## src/rtl/gdd_pkg.sv

```systemverilog
// Types, constants and calendar tables for the Gregorian date difference unit.
package gdd_pkg;

  localparam int unsigned DayW   = 5;
  localparam int unsigned MonthW = 4;
  localparam int unsigned YearW  = 14;
  localparam int unsigned CountW = 22;
  localparam int unsigned DnumW  = 23;  // day number of any 14-bit year fits here

  localparam logic [YearW-1:0]  YEAR_MIN = 14'd1582;
  localparam logic [YearW-1:0]  YEAR_MAX = 14'd9999;
  localparam logic [MonthW-1:0] MONTH_JAN = 4'd1;
  localparam logic [MonthW-1:0] MONTH_FEB = 4'd2;
  localparam logic [MonthW-1:0] MONTH_DEC = 4'd12;

  // floor(x / 25) == (x * 1311) >> 15 for x below 4681
  localparam logic [10:0] RECIP_25  = 11'd1311;
  localparam int unsigned RECIP_SHR = 15;

  typedef struct packed {
    logic [DayW-1:0]   first_day;
    logic [MonthW-1:0] first_month;
    logic [YearW-1:0]  first_year;
    logic [DayW-1:0]   second_day;
    logic [MonthW-1:0] second_month;
    logic [YearW-1:0]  second_year;
  } gdd_req_t;

  typedef struct packed {
    logic [CountW-1:0] day_count;
    logic              date_invalid;
  } gdd_rsp_t;

  typedef struct packed {
    logic             valid;
    logic [DnumW-1:0] dnum;
  } gdd_date_t;

  function automatic logic [DayW-1:0] days_in_month(input logic [MonthW-1:0] month,
                                                    input logic leap);
    logic [DayW-1:0] len;
    case (month)
      4'd2:                      len = leap ? 5'd29 : 5'd28;
      4'd4, 4'd6, 4'd9, 4'd11:   len = 5'd30;
      default:                   len = 5'd31;
    endcase
    return len;
  endfunction

  // Days before the first of the month, in a year that starts on March 1.
  function automatic logic [8:0] month_offset(input logic [MonthW-1:0] month);
    logic [8:0] offs;
    case (month)
      4'd3:    offs = 9'd0;
      4'd4:    offs = 9'd31;
      4'd5:    offs = 9'd61;
      4'd6:    offs = 9'd92;
      4'd7:    offs = 9'd122;
      4'd8:    offs = 9'd153;
      4'd9:    offs = 9'd184;
      4'd10:   offs = 9'd214;
      4'd11:   offs = 9'd245;
      4'd12:   offs = 9'd275;
      4'd1:    offs = 9'd306;
      4'd2:    offs = 9'd337;
      default: offs = 9'd0;
    endcase
    return offs;
  endfunction

endpackage

```

## src/rtl/gregorian_date_difference_unit.sv

```systemverilog
// Top level of the Gregorian date difference unit.
//
// Takes two Gregorian dates and returns the absolute number of days between
// them, or date_invalid with a zero count when either date is out of range
// (year outside 1582..9999, month outside 1..12, day outside the month).
// A pair is taken on every clock edge where start_i is high; busy_o is
// always low, so a new pair may follow every cycle. Each result appears on
// rsp_o for exactly one cycle with done_o high, once the pair has passed
// the input register and then the result register.
// Results come out in the order the pairs went in. The receiver cannot stall
// the unit, so it must take every transfer in the cycle it is shown.
module gregorian_date_difference_unit (
  input  logic              clk_i,
  input  logic              rst_ni,
  input  logic              start_i,
  input  gdd_pkg::gdd_req_t req_i,
  output logic              busy_o,
  output logic              done_o,
  output gdd_pkg::gdd_rsp_t rsp_o
);
  import gdd_pkg::*;

  logic       in_vld_q;
  gdd_req_t   req_q;
  logic       done_q;
  gdd_rsp_t   rsp_q;
  gdd_rsp_t   rsp_d;

  gdd_date_t  first_date;
  gdd_date_t  second_date;
  logic [DnumW-1:0] diff;

  // input register: control reset, payload without reset, loaded when start_i is high
  always_ff @(posedge clk_i or negedge rst_ni) begin
    if (!rst_ni) begin
      in_vld_q <= 1'b0;
    end else begin
      in_vld_q <= start_i;
    end
  end

  always_ff @(posedge clk_i) begin
    if (start_i) begin
      req_q <= req_i;
    end
  end

  gdd_date_eval u_first (
    .day_i   (req_q.first_day),
    .month_i (req_q.first_month),
    .year_i  (req_q.first_year),
    .date_o  (first_date)
  );

  gdd_date_eval u_second (
    .day_i   (req_q.second_day),
    .month_i (req_q.second_month),
    .year_i  (req_q.second_year),
    .date_o  (second_date)
  );

  // absolute difference of the two day numbers
  assign diff = (first_date.dnum > second_date.dnum) ? first_date.dnum - second_date.dnum
                                                     : second_date.dnum - first_date.dnum;

  always_comb begin
    if (first_date.valid && second_date.valid) begin
      rsp_d.day_count    = diff[CountW-1:0];
      rsp_d.date_invalid = 1'b0;
    end else begin
      rsp_d.day_count    = '0;
      rsp_d.date_invalid = 1'b1;
    end
  end

  // result register
  always_ff @(posedge clk_i or negedge rst_ni) begin
    if (!rst_ni) begin
      done_q <= 1'b0;
    end else begin
      done_q <= in_vld_q;
    end
  end

  always_ff @(posedge clk_i) begin
    if (in_vld_q) begin
      rsp_q <= rsp_d;
    end
  end

  assign busy_o = 1'b0;
  assign done_o = done_q;
  assign rsp_o  = rsp_q;

endmodule

```

## src/rtl/gdd_date_eval.sv

```systemverilog
// Validity check and March-based day number of one calendar date.
module gdd_date_eval (
  input  logic [gdd_pkg::DayW-1:0]   day_i,
  input  logic [gdd_pkg::MonthW-1:0] month_i,
  input  logic [gdd_pkg::YearW-1:0]  year_i,
  output gdd_pkg::gdd_date_t         date_o
);
  import gdd_pkg::*;

  logic [YearW-3:0]   y_quarter;
  logic [22:0]        y_prod;
  logic [7:0]         y_cent;
  logic [YearW-1:0]   y_cent_x100;
  logic               div100;
  logic               leap;
  logic               year_ok;
  logic               month_ok;
  logic               day_ok;

  logic [YearW-1:0]   yy;
  logic [YearW-3:0]   yy_quarter;
  logic [22:0]        yy_prod;
  logic [7:0]         yy_cent;
  logic [DnumW-1:0]   yy_days;

  // leap year: century test through a reciprocal of 25 on year/4
  assign y_quarter   = year_i[YearW-1:2];
  assign y_prod      = {11'd0, y_quarter} * {12'd0, RECIP_25};
  assign y_cent      = y_prod[RECIP_SHR +: 8];
  assign y_cent_x100 = {6'd0, y_cent} * 14'd100;
  assign div100      = (y_cent_x100 == year_i);
  assign leap        = ((year_i[1:0] == 2'd0) && !div100) || (div100 && (y_cent[1:0] == 2'd0));

  always_comb begin
    year_ok  = year_i inside {[YEAR_MIN:YEAR_MAX]};
    month_ok = month_i inside {[MONTH_JAN:MONTH_DEC]};
    day_ok   = (day_i != '0) && (day_i <= days_in_month(month_i, leap));
  end

  // January and February count with the previous year
  assign yy         = (month_i <= MONTH_FEB) ? year_i - 14'd1 : year_i;
  assign yy_quarter = yy[YearW-1:2];
  assign yy_prod    = {11'd0, yy_quarter} * {12'd0, RECIP_25};
  assign yy_cent    = yy_prod[RECIP_SHR +: 8];
  assign yy_days    = {9'd0, yy} * 23'd365;

  assign date_o.valid = year_ok && month_ok && day_ok;
  assign date_o.dnum  = yy_days
                      + {11'd0, yy_quarter}
                      - {15'd0, yy_cent}
                      + {17'd0, yy_cent[7:2]}
                      + {14'd0, month_offset(month_i)}
                      + {18'd0, day_i};

endmodule

```

## config.mk

```make
export PLATFORM = sky130hd
export DESIGN_NAME = gregorian_date_difference_unit
export DESIGN_NICKNAME = d
export VERILOG_FILES = /design/src/rtl/gdd_pkg.sv /design/src/rtl/gregorian_date_difference_unit.sv /design/src/rtl/gdd_date_eval.sv
export SDC_FILE = /design/constraint.sdc
export NUM_CORES = 1
export LEC_CHECK = 0
export BUFFER_PORTS_ARGS = -buffer_cell sky130_fd_sc_hd__buf_2
export CAP_MARGIN = 5
export CORE_UTILIZATION = 60
export CTS_CLUSTER_SIZE = 10
export DETAILED_ROUTE_END_ITERATION = 8
export PLACE_DENSITY = 0.8
export SLEW_MARGIN = 40
export SYNTH_ARGS = -nofsm -noshare
export SYNTH_HDL_FRONTEND = slang
export SYNTH_HIERARCHICAL = 1
export SYNTH_SLANG_ARGS = --single-unit
export TNS_END_PERCENT = 50
```

## constraint.sdc

```tcl
create_clock -name clk_i -period 12.2 [get_ports clk_i]
set_input_delay 2.44 -clock clk_i [delete_from_list [all_inputs] [get_ports clk_i]]
set_output_delay 2.44 -clock clk_i [all_outputs]
set_load 0.005 [all_outputs]
```

==> summary.md, run 1 <==
| Metric | Value |
|---|---|
| Worst Hold Launch | `in_vld_q$_DFF_PN0_` |
| Part of the Yosys area used for sequential elements | `0.0801` |
| DR vias | `22,668` |
| Final Critical Period | `12.86 ns` |
| Routed WL | `79.6 mm` |
| Worst setup margin | `-0.658 ns` |
| Endpoints failing setup | `21` |
| Hold Buf Count CTS | `0` |
| Clock sinks | `71` |
| Most frequent cells in the layout | `641 x ha_1, 624 x inv_1, 502 x buf_4` |
| Clock transition at path regs | `0.06 ns` |
| CP max stage cell | `fa_2` |
| #FFs+latches synth | `71` |
| CTS tree | `done` |
| Initial DRC count | `1,818` |
| Worst Skew | `0.0264 ns` |
| Worst Path Required | `12.31 ns` |
| Critical Path AT | `12.97 ns` |
| Cell Area, Synth | `26,500 sq um` |
| Post-synthesis async set-or-reset flop share | `0.0282` |
| Clk_lat worst skew | `0.39 ns` |
| Final std cells w/o fill | `3,920` |
| Largest net degree at the start of global routing | `48` |
| Worst reg-to-reg path cell count | `55` |
| Post-Place Cell Area | `30,500 sq um` |
| CTS buffer count | `9` |
| Die Area | `45,000 sq um` |
| Kind of end point of the critical path | `flop` |
| Number of enable flip-flop cells after synthesis | `69` |
| Crit Reg-Reg Endpoint | `rsp_o[17]$_SDFFCE_PN0P_` |
| Root buf cell | `clkbuf_16` |
| H-tree levels | `3` |
| Final Max Tran Viols | `0` |
| Vias/cell | `5.78` |
| Dpl cells | `3,735` |
| Top_reg_cell synth | `edfxtp_1` |
| CP Launch Type | `flop` |
| CTS Buffer Depth | `2` |
| Hold path cells | `0` |
| Core Rows | `76` |
| Critical path type | `flop to flop` |
| Failing checks | `negative setup slack` |
| Total track usage | `0.347` |
| Vias in the first global route | `24,054` |
| Synth warn | `6` |
| Dpl hpwl | `59.1 mm` |
| Reg-to-Reg Start | `req_q[25]$_DFFE_PP_` |
| # fillers | `2,629` |
| Die height | `212 um` |
| Area added between synthesis and finish | `25.8%` |
| Mean Syn Cell Area | `9.62 sq um` |
| Die X | `212 um` |
| Hold Vio Cnt, Final | `0` |
| Residual DRC count | `0` |
| Drt pass-1 iters | `7` |
| Syn nets | `3,835` |
| Final Cell Area | `33,300 sq um` |
| Worst Hold End | `done_o$_DFF_PN0_` |
| Relative slew slack | `0.486` |
| Critical Path Max Stage Delay | `0.57 ns` |
| PortBufs | `72` |
| Worst Max-Slew Pin Slew | `0.765 ns` |
| HP Class | `flop to flop` |
| Share of post-route cells with drive strength above 1 | `0.269` |
| Total gr overflow | `0` |
| Max_cap viols | `0` |
| R2r setup slk | `-0.66 ns` |
| Maximum clock rate | `77.8 MHz` |
| Initial antenna violation count | `1` |
| Outcome | `finished, violations left` |
| Unrepaired setup endpoints after global routing | `true` |
| Initial Utilization | `0.611` |
| Commonest non-fill, non-tap cell in the layout | `ha_1` |
| Cell variety after synth | `94` |
| Core area | `43,400 sq um` |
| Final #Nets | `4,410` |
| RD Place Congestion | `0.963` |
| Cells after synthesis | `2,754` |
| First-pass GRT wire length | `121 mm` |
| Fin crit share | `1.05` |
| Critical Path Most Common Cell | `fa_1` |
| Io pins | `74` |
| Worst-path fanout max | `6` |
| Detail Route Antenna Nets | `0` |
| Routed WL per cell | `20.3 um` |
-- layout make-up --
cell class                      instances  area, sq um  area share
Sequential cell                        71         2120      0.0637
Clock inverter                          7         80.1     0.00240
Tap cell                              585          732      0.0220
Timing Repair Buffer                  594         4360       0.131
Inverter                              664         2490      0.0748
Multi-Input combinational cell       1989        23300       0.700
Clock buffer                            9          225     0.00675
Antenna cell                            1         2.50   0.0000750
-- cells by family (layout without fill, tap and decap cells) --
kind of cell / after synthesis / count (layout) / share of synthesized area
other: 1 / 2 / 0.000142
buffers and inverters: 695 / 1274 / 0.0999
adders and majority gates: 1032 / 1032 / 0.584
muxes: 20 / 20 / 0.00873
xor gates and xnor gates: 173 / 173 / 0.0577
and+or+nand+nor: 366 / 366 / 0.0692
DFF: 71 / 71 / 0.0801
AOI/OAI and AO/OA: 396 / 397 / 0.101
-- how the worst max path moves through the flow --
stage,cells after the start,to,start
2_1_floorplan,56,rsp_o[18]$_SDFFCE_PN0P_,req_q[25]$_DFFE_PP_
3_3_place_gp,55,rsp_o[7]$_SDFFCE_PN0P_,req_q[2]$_DFFE_PP_
3_5_place_dp,56,rsp_o[7]$_SDFFCE_PN0P_,req_q[3]$_DFFE_PP_
4_1_cts,54,rsp_o[5]$_SDFFCE_PN0P_,req_q[0]$_DFFE_PP_
5_1_grt,53,rsp_o[17]$_SDFFCE_PN0P_,req_q[1]$_DFFE_PP_
6_report,55,rsp_o[17]$_SDFFCE_PN0P_,req_q[25]$_DFFE_PP_
-- cells in the mapped netlist (all sizes together), types with 14 or more instances --
master / n / area (sq um)
ha: 692 / 8660
inv: 663 / 2490
fa: 340 / 6810
xnor2: 136 / 1210
a21oi: 121 / 609
nand2: 95 / 357
nor2: 92 / 345
edfxtp: 69 / 2070
o21ai: 65 / 337
a21o: 46 / 352
nand3: 37 / 190
xor2: 37 / 324
nor3: 28 / 140
a211oi: 21 / 173
a31oi: 20 / 125
o21a: 20 / 150
clkbuf: 17 / 66.3
nand4: 17 / 113
mux2i: 16 / 160
o21bai: 16 / 124
nor2b: 15 / 93.8
and2: 14 / 90.1
buf: 14 / 87.6
o211ai: 14 / 105
-- stage by stage --
step                       util  hold slack, ns  setup TNS (ns)  setup WS (ns)
after CTS                 0.748           0.798          -0.872        -0.0926
final                     0.769           0.807          -12.00         -0.658
after global placement    0.702            1.07           -8.90         -0.576
after floorplan               -           0.794               0       0.000154
after global routing      0.769           0.830          -17.21         -0.902
after detailed placement  0.702           0.782          -14.32         -0.852
-- routing by layer --
metal | share of wire | global-route usage
met1 | 0.39 | 0.426
met2 | 0.49 | 0.604
met3 | 0.070 | 0.0482
met4 | 0.060 | 0.156
met5 | 0 | 0
-- registers in the layout (all words and copies together) (netlist names) --
signal	flops
rsp_o	23
done_o	1
in_vld_q	1
req_q	46
-- worst max-delay path: cells and delay by family (launching register included) --
kind / cells / cell delay (ns)
DFF: 1 / 0.45
xor gates and xnor gates: 5 / 0.94
adders and majority gates: 14 / 5.61
and+or+nand+nor: 11 / 2.18
AOI/OAI and AO/OA: 13 / 2.03
muxes: 1 / 0.23
buffers and inverters: 11 / 1.09
-- repair_timing --
| item | 4_1_cts | 5_1_grt |
|---|---|---|
| resized for setup | 129 | 110 |
| cloned | 1 | 0 |
| pin swaps | 85 | 115 |
| setup buffers | 131 | 38 |
| setup endpoints to repair | 21 | 21 |
Power of run 1 is not shown: default switching activity piles up to over one toggle a cycle in this logic, so the estimate is an artifact.
==> run 2, diff against run 1 <==
--- a/config.mk
+++ b/config.mk
@@ -10,7 +10,7 @@
 export CORE_UTILIZATION = 60
 export CTS_CLUSTER_SIZE = 10
 export DETAILED_ROUTE_END_ITERATION = 8
-export PLACE_DENSITY = 0.8
+export PLACE_DENSITY = 0.82
 export SLEW_MARGIN = 40
 export SYNTH_ARGS = -nofsm -noshare
 export SYNTH_HDL_FRONTEND = slang
==> constraint.sdc (replaced) <==
create_clock -name clk_i -period 11.3 [get_ports clk_i]
set_input_delay 2.26 -clock clk_i [delete_from_list [all_inputs] [get_ports clk_i]]
set_output_delay 2.26 -clock clk_i [all_outputs]
set_load 0.005 [all_outputs]
==> run 2 against run 1 <==
Against the previous run:
- the run still ends with negative setup slack left
- global-route usage is 0.66 points lower
- via count is 3.7% lower
- worst hold slack worse by 0.019 ns
- critical path depth is 1 lower
==> summary.md, run 2 (synthesized netlist as in run 1, its figures left out) <==
| Metric | Value |
|---|---|
| Clock transition at path regs | `0.07 ns (about the same)` |
| Critical path's top delay family | `adder cells` |
| Routed WL per cell | `19.1 um (-5.9%)` |
| DR vias | `21,834 (-3.7%)` |
| PortBufs | `72 (unchanged)` |
| Critical Path Most Common Cell | `fa_1` |
| Routed WL | `74.0 mm (-7.1%)` |
| HP Class | `flop to flop` |
| Vias/cell | `5.64 (-2.4%)` |
| RD Place Congestion | `0.959 (-0.43%)` |
| # fillers | `2,804 (+6.7%)` |
| Critical Path AT | `12.76 ns (-0.21 ns)` |
| CTS tree | `done` |
| Worst Skew | `0.0231 ns (-0.00322 ns)` |
| Top reg by flops | `req_q` |
| CP Depth | `54 (-1.8%)` |
| Worst setup margin | `-1.33 ns (-0.675 ns)` |
| Worst setup path end | `rsp_o[5]$_SDFFCE_PN0P_` |
| Most frequent cells in the layout | `653 x ha_1, 630 x inv_1, 467 x buf_4` |
| Die height | `212 um (unchanged)` |
| First-pass GRT wire length | `119 mm (-1.7%)` |
| Total gr overflow | `0 (unchanged)` |
| Initial DRC count | `1,459 (-20%)` |
| Detail Route Antenna Nets | `0 (unchanged)` |
| Drt pass-1 iters | `8 (+1)` |
| Commonest non-fill, non-tap cell in the layout | `ha_1` |
| Core area | `43,400 sq um (unchanged)` |
| Root buf cell | `clkbuf_16` |
| Vias in the first global route | `23,964 (-0.37%)` |
| Clk_lat worst skew | `0.39 ns (about the same)` |
| CP max stage cell | `fa_1` |
| Maximum clock rate | `79.2 MHz (+1.8%)` |
| Unrepaired setup endpoints after global routing | `true` |
| Failing checks | `negative setup slack` |
| Worst-path fanout max | `8 (+2)` |
| Initial antenna violation count | `0 (-1)` |
| Max_cap viols | `0 (unchanged)` |
| CTS Buffer Depth | `2 (unchanged)` |
| Final Max Tran Viols | `0 (unchanged)` |
| Final core occ | `0.751 (-0.0177)` |
| Kind of end point of the critical path | `flop` |
| Dpl hpwl | `62.9 mm (+6.5%)` |
| Die Area | `45,000 sq um (unchanged)` |
| Final #Nets | `4,361 (-1.1%)` |
| Hold Vio Cnt, Final | `0 (unchanged)` |
| Io pins | `74 (unchanged)` |
| Critical Path Max Stage Delay | `0.54 ns (-0.03 ns)` |
| Number of flip-flops in the largest register | `46 (unchanged)` |
| Area added between synthesis and finish | `22.9%` |
| Clock sinks | `71 (unchanged)` |
| Initial Utilization | `0.611 (unchanged)` |
| Die X | `212 um (unchanged)` |
| CTS buffer count | `9 (unchanged)` |
| Worst Path Required | `11.43 ns (-0.88 ns)` |
| Ant. Diodes | `0 (-1)` |
| Reg-to-Reg Start | `req_q[4]$_DFFE_PP_` |
| Core Rows | `76 (unchanged)` |
| Worst Hold Launch | `in_vld_q$_DFF_PN0_` |
| Bufs and invs on worst path | `11 (unchanged)` |
| Crit Reg-Reg Endpoint | `rsp_o[5]$_SDFFCE_PN0P_` |
| Hold Buf Count CTS | `0 (unchanged)` |
| R2r setup slk | `-1.33 ns (-0.68 ns)` |
| Total track usage | `0.340 (-0.00664)` |
| Relative slew slack | `0.507 (+0.0207)` |
| Endpoints failing setup | `21 (unchanged)` |
| Fin crit share | `1.12 (+0.0640)` |
| Residual DRC count | `0 (unchanged)` |
| Crit. Startpoint | `req_q[4]$_DFFE_PP_` |
| CP Launch Type | `flop` |
| Worst Max-Slew Pin Slew | `0.735 ns (-0.0304 ns)` |
| Worst reg-to-reg path cell count | `54 (-1.8%)` |
| Final Critical Period | `12.63 ns (-0.225 ns)` |
| Outcome | `finished, violations left` |
| H-tree levels | `3 (unchanged)` |
| Largest net degree at the start of global routing | `48 (unchanged)` |
| Share of post-route cells with drive strength above 1 | `0.243 (-0.0255)` |
| Critical path type | `flop to flop` |
==> run 2: cell count changes in the layout (fill, tap and decap cells not counted), moves of 12 or more <==
cell | before | now
ha_4 | 44 | 32
ha_1 | 641 | 653
buf_6 | 21 | 6
buf_4 | 502 | 467
==> run 2: final cells by class <==
class | instances | area [sq um] | share of cell area
Clock buffer | 9 | 225 | 0.00691
Clock inverter | 7 | 104 | 0.00319
Inverter | 664 | 2500 | 0.0767
Sequential cell | 71 | 2120 | 0.0652
Tap cell | 585 | 732 | 0.0225
Timing Repair Buffer | 546 | 3970 | 0.122
Multi-Input combinational cell | 1988 | 22900 | 0.704
==> run 2: worst min path at each step <==
stage          slack (ns)  cells after the start          endpoint
2_1_floorplan        0.79                      0  done_o$_DFF_PN0_
4_1_cts              0.79                      0  done_o$_DFF_PN0_
5_1_grt              0.83                      0  done_o$_DFF_PN0_
6_report             0.79                      0  done_o$_DFF_PN0_
3_3_place_gp         1.05                      0  done_o$_DFF_PN0_
3_5_place_dp         0.78                      0  done_o$_DFF_PN0_
==> run 2: what timing repair did <==
action,CTS,global route
buffers inserted,36,11
pin swaps,75,61
endpoints found under the setup margin,21,21
gates resized for setup,50,48
==> run 2: worst register-to-register path: cells and delay by family, from the launching register on <==
kind | cells | cell delay [ns]
and+or+nand+nor | 5 | 0.66
xor gates and xnor gates | 5 | 0.94
muxes | 1 | 0.21
AOI/OAI and AO/OA | 17 | 3.39
adders and majority gates | 15 | 5.61
DFF | 1 | 0.43
buffers and inverters | 11 | 1.14
==> run 2: metal layers <==
metal  track usage  routed length (um)
met1         0.412               29300
met3        0.0552                4670
met5             0                   0
met4         0.110                2680
met2         0.612               37300
==> run 2: metrics by stage <==
step | cell area (sq um) | setup slack, ns | hold slack, ns | setup TNS (ns) | std cells
finish | 32600 | -1.33 | 0.788 | -26.16 | 3870
detailed placement | 31300 | -1.46 | 0.780 | -28.13 | 3807
global placement | 31300 | -1.23 | 1.05 | -23.66 | 3807
global route | 32600 | -1.73 | 0.827 | -34.46 | 3870
floorplan | 27200 | -0.786 | 0.794 | -14.64 | 2754
CTS | 32200 | -1.10 | 0.790 | -21.67 | 3859
Power of run 2 is left out for the same reason.
